**src/rtl/core/hpid_pkg.sv**
```systemverilog
package hpid_pkg;

    localparam int ANG_W    = 16;
    localparam int GAIN_W   = 16;
    localparam int DRV_W    = 14;
    localparam int TOL_W    = 12;
    localparam int CFG_W    = 16;
    localparam int IDX_W    = 3;
    localparam int TGT_W    = ANG_W + 1;
    localparam int E_W      = ANG_W + 2;
    localparam int D_W      = E_W + 1;
    localparam int I_W      = 32;
    localparam int GAIN_SHIFT = 12;

    // Products of an unsigned gain (one sign bit added) and a signed operand.
    localparam int PP_W  = GAIN_W + 1 + E_W;
    localparam int PI_W  = GAIN_W + 1 + I_W;
    localparam int PD_W  = GAIN_W + 1 + D_W;
    localparam int ACC_W = PI_W + 2;
    localparam int U_W   = ACC_W - GAIN_SHIFT;

    localparam logic [IDX_W-1:0] REG_GAIN_P     = 3'd0;
    localparam logic [IDX_W-1:0] REG_GAIN_I     = 3'd1;
    localparam logic [IDX_W-1:0] REG_GAIN_D     = 3'd2;
    localparam logic [IDX_W-1:0] REG_DRIVE_MAX  = 3'd3;
    localparam logic [IDX_W-1:0] REG_DRIVE_MIN  = 3'd4;
    localparam logic [IDX_W-1:0] REG_ANGLE_TOL  = 3'd5;
    localparam logic [IDX_W-1:0] REG_RATE_TOL   = 3'd6;
    localparam logic [IDX_W-1:0] REG_PERIOD_TOP = 3'd7;

    localparam logic       KIND_START  = 1'b0;
    localparam logic       KIND_SAMPLE = 1'b1;

    localparam logic [GAIN_W-1:0] GAIN_P_RST     = 16'd3840;
    localparam logic [GAIN_W-1:0] GAIN_I_RST     = 16'd0;
    localparam logic [GAIN_W-1:0] GAIN_D_RST     = 16'd1280;
    localparam logic [DRV_W-1:0]  DRIVE_MAX_RST  = 14'd8000;
    localparam logic [DRV_W-1:0]  DRIVE_MIN_RST  = 14'd4500;
    localparam logic [TOL_W-1:0]  ANGLE_TOL_RST  = 12'd16;
    localparam logic [TOL_W-1:0]  RATE_TOL_RST   = 12'd8;
    localparam logic [DRV_W-1:0]  PERIOD_TOP_RST = 14'd8400;

    localparam logic signed [I_W-1:0] I_MAX = {1'b0, {(I_W-1){1'b1}}};
    localparam logic signed [I_W-1:0] I_MIN = {1'b1, {(I_W-1){1'b0}}};

    typedef struct packed {
        logic [GAIN_W-1:0] gain_p;
        logic [GAIN_W-1:0] gain_i;
        logic [GAIN_W-1:0] gain_d;
        logic [DRV_W-1:0]  drive_max;
        logic [DRV_W-1:0]  drive_min;
        logic [TOL_W-1:0]  angle_tol;
        logic [TOL_W-1:0]  rate_tol;
        logic [DRV_W-1:0]  period_top;
    } cfg_t;

    typedef struct packed {
        logic signed [E_W-1:0] err;
        logic signed [I_W-1:0] err_sum;
        logic signed [D_W-1:0] err_delta;
        logic                  stop;
        logic                  settled;
        logic                  busy;
    } step_t;

endpackage

```
**src/rtl/core/hpid_if.sv**
```systemverilog
interface hpid_in_if;
    logic                                valid;
    logic                                ready;
    logic                                kind;
    logic signed [hpid_pkg::ANG_W-1:0]   yaw;
    logic signed [hpid_pkg::ANG_W-1:0]   turn_angle;

    modport source (output valid, kind, yaw, turn_angle, input ready);
    modport sink   (input valid, kind, yaw, turn_angle, output ready);
endinterface

interface hpid_out_if;
    logic                          valid;
    logic                          ready;
    logic [hpid_pkg::DRV_W-1:0]    left_fwd_compare;
    logic [hpid_pkg::DRV_W-1:0]    left_rev_compare;
    logic [hpid_pkg::DRV_W-1:0]    right_fwd_compare;
    logic [hpid_pkg::DRV_W-1:0]    right_rev_compare;
    logic                          busy_res;
    logic                          settled;

    modport source (output valid, left_fwd_compare, left_rev_compare, right_fwd_compare,
                    right_rev_compare, busy_res, settled, input ready);
    modport sink   (input valid, left_fwd_compare, left_rev_compare, right_fwd_compare,
                    right_rev_compare, busy_res, settled, output ready);
endinterface

```
**src/rtl/core/heading_turn_pid_drive.sv**
```systemverilog
// In-place turn controller for a two-motor differential drive. A start request
// latches the target heading and runs the first step; each sample request then
// runs one PID step and yields one result holding the four motor compare values,
// the busy flag and the settled flag. One request is taken every clock cycle while
// the result side does not stall; its result passes the step, product and output
// registers before it is presented. That rate is set by the heading, integral
// and last-error registers, which are updated in the cycle a request is accepted,
// while the three gain multipliers and the output shaping run in two pipeline
// stages behind them. Configuration writes take effect at once and belong in idle
// periods; there is no clearing pass after reset.
module heading_turn_pid_drive (
    input  logic                          clk,
    input  logic                          rst_n,
    input  logic                          cfg_write,
    input  logic [hpid_pkg::IDX_W-1:0]    cfg_index,
    input  logic [hpid_pkg::CFG_W-1:0]    cfg_data,
    hpid_in_if.sink                       sample,
    hpid_out_if.source                    result
);
    import hpid_pkg::*;

    cfg_t                    cfg_reg;

    logic signed [TGT_W-1:0] target_reg, target_next;
    logic signed [I_W-1:0]   err_sum_reg, err_sum_next;
    logic signed [E_W-1:0]   prev_err_reg, prev_err_next;
    logic                    turning_reg, turning_next;

    logic                    step_valid_reg;
    step_t                   step_reg, step_next;
    logic                    law_ready, accept;

    logic signed [E_W-1:0]   yaw_x, err;
    logic signed [I_W:0]     sum_wide;
    logic signed [I_W-1:0]   sum_sat;
    logic signed [D_W-1:0]   delta;
    logic [E_W-1:0]          err_abs;
    logic [D_W-1:0]          delta_abs;
    logic                    is_start, near;

    assign sample.ready = !step_valid_reg || law_ready;
    assign accept       = sample.valid && sample.ready;

    always_ff @(posedge clk or negedge rst_n)
    begin
        if (!rst_n)
        begin
            cfg_reg.gain_p     <= GAIN_P_RST;
            cfg_reg.gain_i     <= GAIN_I_RST;
            cfg_reg.gain_d     <= GAIN_D_RST;
            cfg_reg.drive_max  <= DRIVE_MAX_RST;
            cfg_reg.drive_min  <= DRIVE_MIN_RST;
            cfg_reg.angle_tol  <= ANGLE_TOL_RST;
            cfg_reg.rate_tol   <= RATE_TOL_RST;
            cfg_reg.period_top <= PERIOD_TOP_RST;
        end
        else if (cfg_write)
        begin
            case (cfg_index)
                REG_GAIN_P:     cfg_reg.gain_p     <= cfg_data[GAIN_W-1:0];
                REG_GAIN_I:     cfg_reg.gain_i     <= cfg_data[GAIN_W-1:0];
                REG_GAIN_D:     cfg_reg.gain_d     <= cfg_data[GAIN_W-1:0];
                REG_DRIVE_MAX:  cfg_reg.drive_max  <= cfg_data[DRV_W-1:0];
                REG_DRIVE_MIN:  cfg_reg.drive_min  <= cfg_data[DRV_W-1:0];
                REG_ANGLE_TOL:  cfg_reg.angle_tol  <= cfg_data[TOL_W-1:0];
                REG_RATE_TOL:   cfg_reg.rate_tol   <= cfg_data[TOL_W-1:0];
                REG_PERIOD_TOP: cfg_reg.period_top <= cfg_data[DRV_W-1:0];
                default: ;
            endcase
        end
    end

    always_comb
    begin
        is_start = (sample.kind == KIND_START);
        yaw_x    = E_W'(sample.yaw);

        // On a start the error is the turn angle itself and the history is cleared.
        if (is_start)
        begin
            target_next = TGT_W'(sample.yaw) + TGT_W'(sample.turn_angle);
            err         = E_W'(sample.turn_angle);
            sum_wide    = (I_W+1)'(err);
            delta       = D_W'(err);
        end
        else
        begin
            target_next = target_reg;
            err         = E_W'(target_reg) - yaw_x;
            sum_wide    = (I_W+1)'(err_sum_reg) + (I_W+1)'(err);
            delta       = D_W'(err) - D_W'(prev_err_reg);
        end

        if (sum_wide[I_W] != sum_wide[I_W-1])
            sum_sat = sum_wide[I_W] ? I_MIN : I_MAX;
        else
            sum_sat = sum_wide[I_W-1:0];

        err_abs   = err[E_W-1] ? E_W'(-err) : E_W'(err);
        delta_abs = delta[D_W-1] ? D_W'(-delta) : D_W'(delta);
        near      = (err_abs < E_W'(cfg_reg.angle_tol))
                 && (delta_abs < D_W'(cfg_reg.rate_tol));

        step_next.err       = err;
        step_next.err_sum   = sum_sat;
        step_next.err_delta = delta;

        err_sum_next  = err_sum_reg;
        prev_err_next = prev_err_reg;
        turning_next  = turning_reg;

        if (!is_start && !turning_reg)
        begin
            // A sample with no turn running only reports the stopped motors.
            target_next       = target_reg;
            step_next.stop    = 1'b1;
            step_next.settled = 1'b0;
            step_next.busy    = 1'b0;
        end
        else
        begin
            err_sum_next      = sum_sat;
            prev_err_next     = err;
            turning_next      = !near;
            step_next.stop    = near;
            step_next.settled = near;
            step_next.busy    = !near;
        end
    end

    always_ff @(posedge clk or negedge rst_n)
    begin
        if (!rst_n)
        begin
            target_reg     <= '0;
            err_sum_reg    <= '0;
            prev_err_reg   <= '0;
            turning_reg    <= 1'b0;
            step_valid_reg <= 1'b0;
        end
        else
        begin
            if (accept)
            begin
                target_reg   <= target_next;
                err_sum_reg  <= err_sum_next;
                prev_err_reg <= prev_err_next;
                turning_reg  <= turning_next;
            end
            if (sample.ready)
                step_valid_reg <= sample.valid;
        end
    end

    always_ff @(posedge clk)
    begin
        if (accept)
            step_reg <= step_next;
    end

    hpid_law u_law (
        .clk        (clk),
        .rst_n      (rst_n),
        .cfg        (cfg_reg),
        .step_valid (step_valid_reg),
        .step       (step_reg),
        .step_ready (law_ready),
        .result     (result)
    );

endmodule

```
**src/rtl/core/hpid_law.sv**
```systemverilog
module hpid_law (
    input  logic                clk,
    input  logic                rst_n,
    input  hpid_pkg::cfg_t      cfg,
    input  logic                step_valid,
    input  hpid_pkg::step_t     step,
    output logic                step_ready,
    hpid_out_if.source          result
);
    import hpid_pkg::*;

    // Product stage.
    logic                    mul_valid_reg;
    logic signed [PP_W-1:0]  prod_p_reg;
    logic signed [PI_W-1:0]  prod_i_reg;
    logic signed [PD_W-1:0]  prod_d_reg;
    logic                    mul_stop_reg;
    logic                    mul_settled_reg;
    logic                    mul_busy_reg;

    // Result stage.
    logic                    out_valid_reg;
    logic [DRV_W-1:0]        lf_reg, lr_reg, rf_reg, rr_reg;
    logic                    busy_reg, settled_reg;

    logic                    out_en, mul_en;
    logic signed [ACC_W-1:0] acc;
    logic signed [U_W-1:0]   u_val;
    logic [U_W-1:0]          u_abs;
    logic [DRV_W-1:0]        mag, pwm, pwm_floor;
    logic                    drive_pos;
    logic [DRV_W-1:0]        lf_next, lr_next, rf_next, rr_next;

    assign out_en     = !out_valid_reg || result.ready;
    assign mul_en     = !mul_valid_reg || out_en;
    assign step_ready = mul_en;

    always_ff @(posedge clk or negedge rst_n)
    begin
        if (!rst_n)
        begin
            mul_valid_reg <= 1'b0;
            out_valid_reg <= 1'b0;
        end
        else
        begin
            if (mul_en)
                mul_valid_reg <= step_valid;
            if (out_en)
                out_valid_reg <= mul_valid_reg;
        end
    end

    always_ff @(posedge clk)
    begin
        if (mul_en)
        begin
            prod_p_reg      <= $signed({1'b0, cfg.gain_p}) * step.err;
            prod_i_reg      <= $signed({1'b0, cfg.gain_i}) * step.err_sum;
            prod_d_reg      <= $signed({1'b0, cfg.gain_d}) * step.err_delta;
            mul_stop_reg    <= step.stop;
            mul_settled_reg <= step.settled;
            mul_busy_reg    <= step.busy;
        end
    end

    always_comb
    begin
        acc = ACC_W'(prod_p_reg) + ACC_W'(prod_i_reg) + ACC_W'(prod_d_reg);
        // Arithmetic shift gives the floor of the division by 4096.
        u_val = U_W'(acc >>> GAIN_SHIFT);
        u_abs = u_val[U_W-1] ? U_W'(-u_val) : U_W'(u_val);
        if (u_abs > U_W'(cfg.drive_max))
            mag = cfg.drive_max;
        else
            mag = u_abs[DRV_W-1:0];
        // A zero clamp turns a positive output into zero, which drives the other way.
        drive_pos = !u_val[U_W-1] && (u_val != '0) && (cfg.drive_max != '0);
        pwm_floor = (mag < cfg.drive_min) ? cfg.drive_min : mag;
        pwm       = (pwm_floor > cfg.period_top) ? cfg.period_top : pwm_floor;

        if (mul_stop_reg)
        begin
            lf_next = cfg.period_top;
            lr_next = cfg.period_top;
            rf_next = cfg.period_top;
            rr_next = cfg.period_top;
        end
        else if (drive_pos)
        begin
            lf_next = '0;
            lr_next = pwm;
            rf_next = pwm;
            rr_next = '0;
        end
        else
        begin
            lf_next = pwm;
            lr_next = '0;
            rf_next = '0;
            rr_next = pwm;
        end
    end

    always_ff @(posedge clk)
    begin
        if (out_en)
        begin
            lf_reg      <= lf_next;
            lr_reg      <= lr_next;
            rf_reg      <= rf_next;
            rr_reg      <= rr_next;
            busy_reg    <= mul_busy_reg;
            settled_reg <= mul_settled_reg;
        end
    end

    assign result.valid             = out_valid_reg;
    assign result.left_fwd_compare  = lf_reg;
    assign result.left_rev_compare  = lr_reg;
    assign result.right_fwd_compare = rf_reg;
    assign result.right_rev_compare = rr_reg;
    assign result.busy_res          = busy_reg;
    assign result.settled           = settled_reg;

endmodule

```
**src/flat_wrapper.sv**
```systemverilog
// flat-port wrapper written by rule: the top's interface ports become plain ports
module heading_turn_pid_drive_flat import hpid_pkg::*;
  (clk, rst_n, cfg_write, cfg_index, cfg_data, sample_valid, sample_kind, sample_yaw, sample_turn_angle, sample_ready, result_valid, result_left_fwd_compare, result_left_rev_compare, result_right_fwd_compare, result_right_rev_compare, result_busy_res, result_settled, result_ready);
  hpid_in_if sample_i ();
  hpid_out_if result_i ();
  input  logic clk;
  input  logic rst_n;
  input  logic cfg_write;
  input  logic [hpid_pkg::IDX_W-1:0] cfg_index;
  input  logic [hpid_pkg::CFG_W-1:0] cfg_data;
  input wire logic [$bits(sample_i.valid)-1:0] sample_valid;
  input wire logic [$bits(sample_i.kind)-1:0] sample_kind;
  input wire logic [$bits(sample_i.yaw)-1:0] sample_yaw;
  input wire logic [$bits(sample_i.turn_angle)-1:0] sample_turn_angle;
  output wire logic [$bits(sample_i.ready)-1:0] sample_ready;
  output wire logic [$bits(result_i.valid)-1:0] result_valid;
  output wire logic [$bits(result_i.left_fwd_compare)-1:0] result_left_fwd_compare;
  output wire logic [$bits(result_i.left_rev_compare)-1:0] result_left_rev_compare;
  output wire logic [$bits(result_i.right_fwd_compare)-1:0] result_right_fwd_compare;
  output wire logic [$bits(result_i.right_rev_compare)-1:0] result_right_rev_compare;
  output wire logic [$bits(result_i.busy_res)-1:0] result_busy_res;
  output wire logic [$bits(result_i.settled)-1:0] result_settled;
  input wire logic [$bits(result_i.ready)-1:0] result_ready;
  assign sample_i.valid = sample_valid;
  assign sample_i.kind = sample_kind;
  assign sample_i.yaw = sample_yaw;
  assign sample_i.turn_angle = sample_turn_angle;
  assign sample_ready = sample_i.ready;
  assign result_valid = result_i.valid;
  assign result_left_fwd_compare = result_i.left_fwd_compare;
  assign result_left_rev_compare = result_i.left_rev_compare;
  assign result_right_fwd_compare = result_i.right_fwd_compare;
  assign result_right_rev_compare = result_i.right_rev_compare;
  assign result_busy_res = result_i.busy_res;
  assign result_settled = result_i.settled;
  assign result_i.ready = result_ready;
  heading_turn_pid_drive u_core (.clk(clk), .rst_n(rst_n), .cfg_write(cfg_write), .cfg_index(cfg_index), .cfg_data(cfg_data), .sample(sample_i), .result(result_i));
endmodule
```
**config.mk**
```make
export PLATFORM = sky130hd
export DESIGN_NAME = heading_turn_pid_drive_flat
export DESIGN_NICKNAME = d
export VERILOG_FILES = /design/src/rtl/core/hpid_pkg.sv /design/src/rtl/core/hpid_if.sv /design/src/rtl/core/heading_turn_pid_drive.sv /design/src/rtl/core/hpid_law.sv /design/src/flat_wrapper.sv
export SDC_FILE = /design/constraint.sdc
export NUM_CORES = 2
export LEC_CHECK = 0
export BUFFER_PORTS_ARGS = -buffer_cell sky130_fd_sc_hd__buf_2
export CORE_MARGIN = 10
export CORE_UTILIZATION = 35
export DETAILED_ROUTE_END_ITERATION = 8
export PLACE_DENSITY = 0.5
export SETUP_SLACK_MARGIN = 0.4
export SYNTH_ARGS = -nofsm -noshare
export SYNTH_HDL_FRONTEND = slang
export SYNTH_HIERARCHICAL = 1
export SYNTH_SLANG_ARGS = --single-unit
```
**constraint.sdc**
```tcl
create_clock -name clk -period 33.1 [get_ports clk]
set_input_delay 4.965 -clock clk [delete_from_list [all_inputs] [get_ports clk]]
set_output_delay 4.965 -clock clk [all_outputs]
set_load 0.02 [all_outputs]
```
After elaboration in Yosys (flattened, before gate mapping)
Cells that the tools add are included.
Operators by class
  add/sub/neg operators: 9
  multipliers: 3
  order comparisons: 5
  equal/unequal tests: 8
  multiplexer cells: 15
  bitwise gates (word level): 2
  reduce and logical (&&, ||, !) cells: 27
Operator list (count)
  $mux 14: 7
  $mux 32: 2
  $add 50x36->51: 1
  $add 35x49->50: 1
  $mul 17x32->49: 1
  $gt 39x14->1: 1
  $mux 39: 1
  $neg 39->39: 1
  $reduce_bool 39->1: 1
  $mux 19: 2
  $mul 17x19->36: 1
  $mux 18: 2
  $mul 17x18->35: 1
  $add 32x18->33: 1
  $mux 33: 1
  $lt 19x12->1: 1
  $neg 19->19: 1
  $sub 18x18->19: 1
  $lt 18x12->1: 1
  $neg 18->18: 1
  $reduce_and 2->1: 9
  $sub 17x16->18: 1
  $add 16x16->17: 1
  $gt 14x14->1: 1
  other kinds (12): 28
Word-level totals
  register bits after elaboration: 410
  input port bits: 57
  output and inout bits: 60
  word-level logic and storage cells: 100

Logic depth before layout (Yosys ltp)
  depth after elaboration: 12
  mapped depth: 65
  mapped depth without buffers: 60

Modules after synthesis
The synthesis kept the hierarchy.
By module, submodules not included
  hpid_law: instances 1, cells an instance 5730, area each 52091.2 um^2, sequential area each 4644.5 um^2
  heading_turn_pid_drive: instances 1, cells an instance 1563, area each 15778.9 um^2, sequential area each 6770.2 um^2

Worst setup path before layout
OpenSTA, ideal clock, no wires.
  path type: input-to-output
  start point: input port result_ready
  end point: output port sample_ready
  arrival time: 8.932 ns
  required time: 28.135 ns
  path slack: 19.203 ns
  stages on the path: 2
  path buffers: 0
  cells stage by stage: nand3b_1 nand2b_1
On the way
  word-level cells in the longest chain between the ends: 3
RTL lines
  start: declaration: RTL line flat_wrapper.sv:23  | input wire logic [$bits(result_i.ready)-1:0] result_ready;
  $logic_or 1x1->1: RTL line hpid_law.sv:34  | assign out_en = !out_valid_reg || result.ready;
  $logic_or 1x1->1: RTL line hpid_law.sv:35  | assign mul_en = !mul_valid_reg || out_en;
  $logic_or 1x1->1: RTL line heading_turn_pid_drive.sv:41  | assign sample.ready = !step_valid_reg || law_ready;
  end: declaration: RTL line flat_wrapper.sv:15  | output wire logic [$bits(sample_i.ready)-1:0] sample_ready;
Every way passes these cells.

Worst setup path after layout
  start point: register u_core.u_law.prod_d_reg[35]
  end point: register u_core.u_law.rr_reg[0], in the netlist u_core/u_law/result.right_rev_compare[0] (data pin)
On the way
  word-level cells in the longest chain between the ends: 11
  elaborated cells between the ends (all ways): 15
  those cells by class: add/sub (2); order compare (3); mux (6); reduce/logical (4)
RTL lines
  start: declaration: RTL line hpid_law.sv:16  | logic signed [PD_W-1:0] prod_d_reg;
  start signal: assignment: RTL line hpid_law.sv:60  | prod_d_reg <= $signed({1'b0, cfg.gain_d}) * step.err_delta;
  $add 50x36->51 (*): RTL line hpid_law.sv:69  | acc = ACC_W'(prod_p_reg) + ACC_W'(prod_i_reg) + ACC_W'(prod_d_reg);
  $neg 39->39: RTL line hpid_law.sv:72  | u_abs = u_val[U_W-1] ? U_W'(-u_val) : U_W'(u_val);
  $mux 39: RTL line hpid_law.sv:72
  $gt 39x14->1: RTL line hpid_law.sv:73  | if (u_abs > U_W'(cfg.drive_max))
  $mux 14: RTL line hpid_law.sv:73
  $lt 14x14->1: RTL line hpid_law.sv:79  | pwm_floor = (mag < cfg.drive_min) ? cfg.drive_min : mag;
  $mux 14: RTL line hpid_law.sv:79
  $gt 14x14->1: RTL line hpid_law.sv:80  | pwm = (pwm_floor > cfg.period_top) ? cfg.period_top : pwm_floor;
  $mux 14: RTL line hpid_law.sv:80
  $mux 14 (*) (2 in series)
  net u_core.u_law.lf_next[0]: RTL line hpid_law.sv:32  | logic [DRV_W-1:0] lf_next, lr_next, rf_next, rr_next;
  end signal: assignment: RTL line hpid_law.sv:112  | rr_reg <= rr_next;
  end: declaration: RTL line hpid_law.sv:23  | logic [DRV_W-1:0] lf_reg, lr_reg, rf_reg, rr_reg;
The timed path passes the listed nets; every way through them passes the cells marked *.
A chain may end at the register's enable or synchronous reset.

==> results.ini <==
[outcome]
run_status = complete, no violations

[global_route]
vias_in_the_first_global_route = 52490
overflow = 0
first_pass_grt_wire_length_mm = 327.2
largest_net_degree_at_the_start_of_global_routing = 85
globalRouteTotalUtil_pct = 19.95
number_of_antenna_violations_at_the_first_check_in_global_routing = 17

[logic_synthesis]
syn_area_um2 = 67870
synth.top_cell.area_share_pct = 33.66
compound_cell_area_share_of_the_yosys_netlist_pct = 9.795
synth_largest_area_cell = sky130_fd_sc_hd__fa_1
synthDistinctLibCells = 117
netlist_top_cells_count = 1478 x sky130_fd_sc_hd__inv_1, 1141 x sky130_fd_sc_hd__fa_1, 942 x sky130_fd_sc_hd__nand2_1, 495 x sky130_fd_sc_hd__ha_1, 491 x sky130_fd_sc_hd__and2_1
syn_avg_cell_area_um2 = 9.306
main_combinational_cell_family_by_area_after_synthesis = adder cells
postSynthNetCount = 8986
synth_area_leaders = sky130_fd_sc_hd__fa_1 34%, sky130_fd_sc_hd__edfxtp_1 10%, sky130_fd_sc_hd__ha_1 9.1%
ffs_w_async_s_r_synth_pct = 45.12
yosys-mux-area-fraction_pct = 2.555
synth-adder-area-share_pct = 42.78
synth_simple_gate_area_share_pct = 15.13
synth-seq-cells = 410
netlist_instances = 7293
synth_xor_area_share_pct = 2.876
post-synth-top-count-cell = sky130_fd_sc_hd__inv_1
yosys_warnings = 6
synth_top_flop_cell = sky130_fd_sc_hd__edfxtp_1
synth_enable_flop_cells = 225
synth_sequential_area_ratio_pct = 16.82

[timing]
setup_viol_count_final = 0
fmax_mhz = 74.39
final.min_clock_period_ps = 13440
finalHoldViolCount = 0
unrepaired_setup_endpoints_after_global_routing = no
timing.clock.skew_ps = 33.44
layout_worst_path_cycle_share_pct = 40.61
report.final.slew_viol_count = 0
worst_pin_slew_ps = 1431
timing.max_slew.rel_slack_pct = 4.253
tns_ps = 0

[worst_setup_path]
reg2reg_from = u_core/u_law/prod_d_reg[35]
critical_path.max_fanout = 42
worst_path_dominant_cell_family = compound AO/OA/AOI/OAI gates
worst_setup_start_kind = register
crit_path_frequent_cell = sky130_fd_sc_hd__o21ai_0
slowest_cell_on_the_critical_path = sky130_fd_sc_hd__nor2_1
critical_path_class = register to register
cp_endpoint_kind = register
critPathRequiredTime_ps = 33560
arrival_ps = 13910
critical_path.n_buffers_inverters = 3
cpPeakStageDelay_ps = 1070
startpoint = u_core/u_law/prod_d_reg[35]

[flow_run]
max_cap_viols = 0

[place]
dpl.cell_count = 9711
io_buffer_count = 116
final_hpwl_dp_mm = 170.4
routabilityCongestion = 0.8844

[final_layout]
fin_nets = 8932
layout-area-overhead-vs-synth_pct = 7.210
nFillCells = 19319
max_reg_flops = 114
drive_gt1_share_pct = 6.906
final_cell_count_no_fill = 9818

[route]
postRouteWirelength_mm = 211.8
drt_pass1_iterations = 6
drc_errors = 0
post_drt_wl_per_cell_um = 21.57
viasPerCell = 5.073
ant_nets = 0
vias = 49807
dr.first_iter.drc_count = 3176

[clocking]
clock_tree_from_tritoncts = built
cts_root_buf = sky130_fd_sc_hd__clkbuf_16
htree_num_levels = 2
cts_post_setup_buffers_inserted = 0
clock_sinks = 410
post_cts_resized = 0
max-clock-path-buffers = 3
ctsHoldBuffers = 0
clk_transition_reported_paths_ps = 60
cts_made_buffers = 52
insertion_delay_ps = 660

[die]
vert_die_dim_um = 460.4
die-area_um2 = 211900
io_pins = 117
fp-row-count = 161
coreArea_um2 = 192800
initial_util_pct = 35.21
die_w_um = 460.4

[worst_hold_path]
hold_path.startpoint = u_core/u_law/mul_settled_reg
hold_path.class = register to register

==> final timing paths <==
path                                                             to  slack, ps  depth (start not counted)
max                        u_core/u_law/result.right_rev_compare[0]      19660                         59
min                                     u_core/u_law/result.settled        420                          0
min in group asynchronous                     u_core/target_reg[15]       4370                          1
max reg2reg                u_core/u_law/result.right_rev_compare[0]      19660                         59
max in group asynchronous                        u_core/cfg_reg[39]      26660                          3
min reg2reg                             u_core/u_law/result.settled        420                          0
==> stage by stage <==
stage | hold slack, ps | utilization (%) | area [um2] | setup WS (ps)
2_1_floorplan | 400.3 | - | 67870 | 19200
3_3_place_gp | 410.6 | 36.82 | 70980 | 19890
3_5_place_dp | 409.8 | 36.82 | 70980 | 19710
4_1_cts | 425.4 | 37.73 | 72740 | 19710
5_1_grt | 439.8 | 37.73 | 72740 | 18310
6_report | 422.7 | 37.74 | 72760 | 19660
==> layout by cell type, fill, tap and decap left out, types with 74 or more instances in the layout <==
cell	instances
sky130_fd_sc_hd__fa_1	1141
sky130_fd_sc_hd__a21o_1	110
sky130_fd_sc_hd__xnor2_1	158
sky130_fd_sc_hd__dfrtp_1	158
sky130_fd_sc_hd__nand2_1	942
sky130_fd_sc_hd__and2_1	491
sky130_fd_sc_hd__a21oi_1	238
sky130_fd_sc_hd__ha_1	495
sky130_fd_sc_hd__nor2_1	219
sky130_fd_sc_hd__buf_4	74
sky130_fd_sc_hd__inv_1	1477
sky130_fd_sc_hd__edfxtp_1	225
sky130_fd_sc_hd__mux2_2	120
sky130_fd_sc_hd__buf_2	115
sky130_fd_sc_hd__o21ai_0	195
==> metal layers <==
layer / wire length [um] / share of wire [%] / vias to the layer above / global-route usage, %
li1: - / - / 22920 / -
met1: 94610 / 45 / 25552 / 26.76
met2: 102500 / 48 / 1116 / 34.38
met3: 9219 / 4.4 / 209 / 2.365
met4: 5428 / 2.6 / 10 / 4.555
met5: 64 / 0.030 / - / 0
==> area by class of cell <==
type / count / area [um2] / area share, %
Multi-Input combinational cell: 5106 / 49700 / 68.30
Sequential cell: 410 / 11420 / 15.69
Inverter: 1479 / 5553 / 7.631
Tap cell: 2526 / 3161 / 4.344
Clock buffer: 72 / 1428 / 1.962
Timing Repair Buffer: 190 / 1145 / 1.573
Clock inverter: 26 / 336.6 / 0.4626
Antenna cell: 9 / 22.52 / 0.03095
==> worst reg2reg max path, delay by kind of cell (launching register included) <==
kind / cells / cell delay, ps
compound gates: 34 / 6260
fa+ha+maj: 5 / 1880
buf+inv: 3 / 640
flops: 1 / 830
mux: 1 / 450
simple gates: 16 / 3200
==> cell families after synthesis <==
logic type | after synthesis
multiplexers | 158
adder cells (fa/ha/maj) | 1636
flip-flops | 410
buffers and inverters | 1777
XOR/XNOR | 222
AND/OR/NAND/NOR | 2092
AO/OA/AOI/OAI | 998
Power is not shown: default switching activity piles up to over one toggle a cycle in this logic, so the estimate is an artifact.
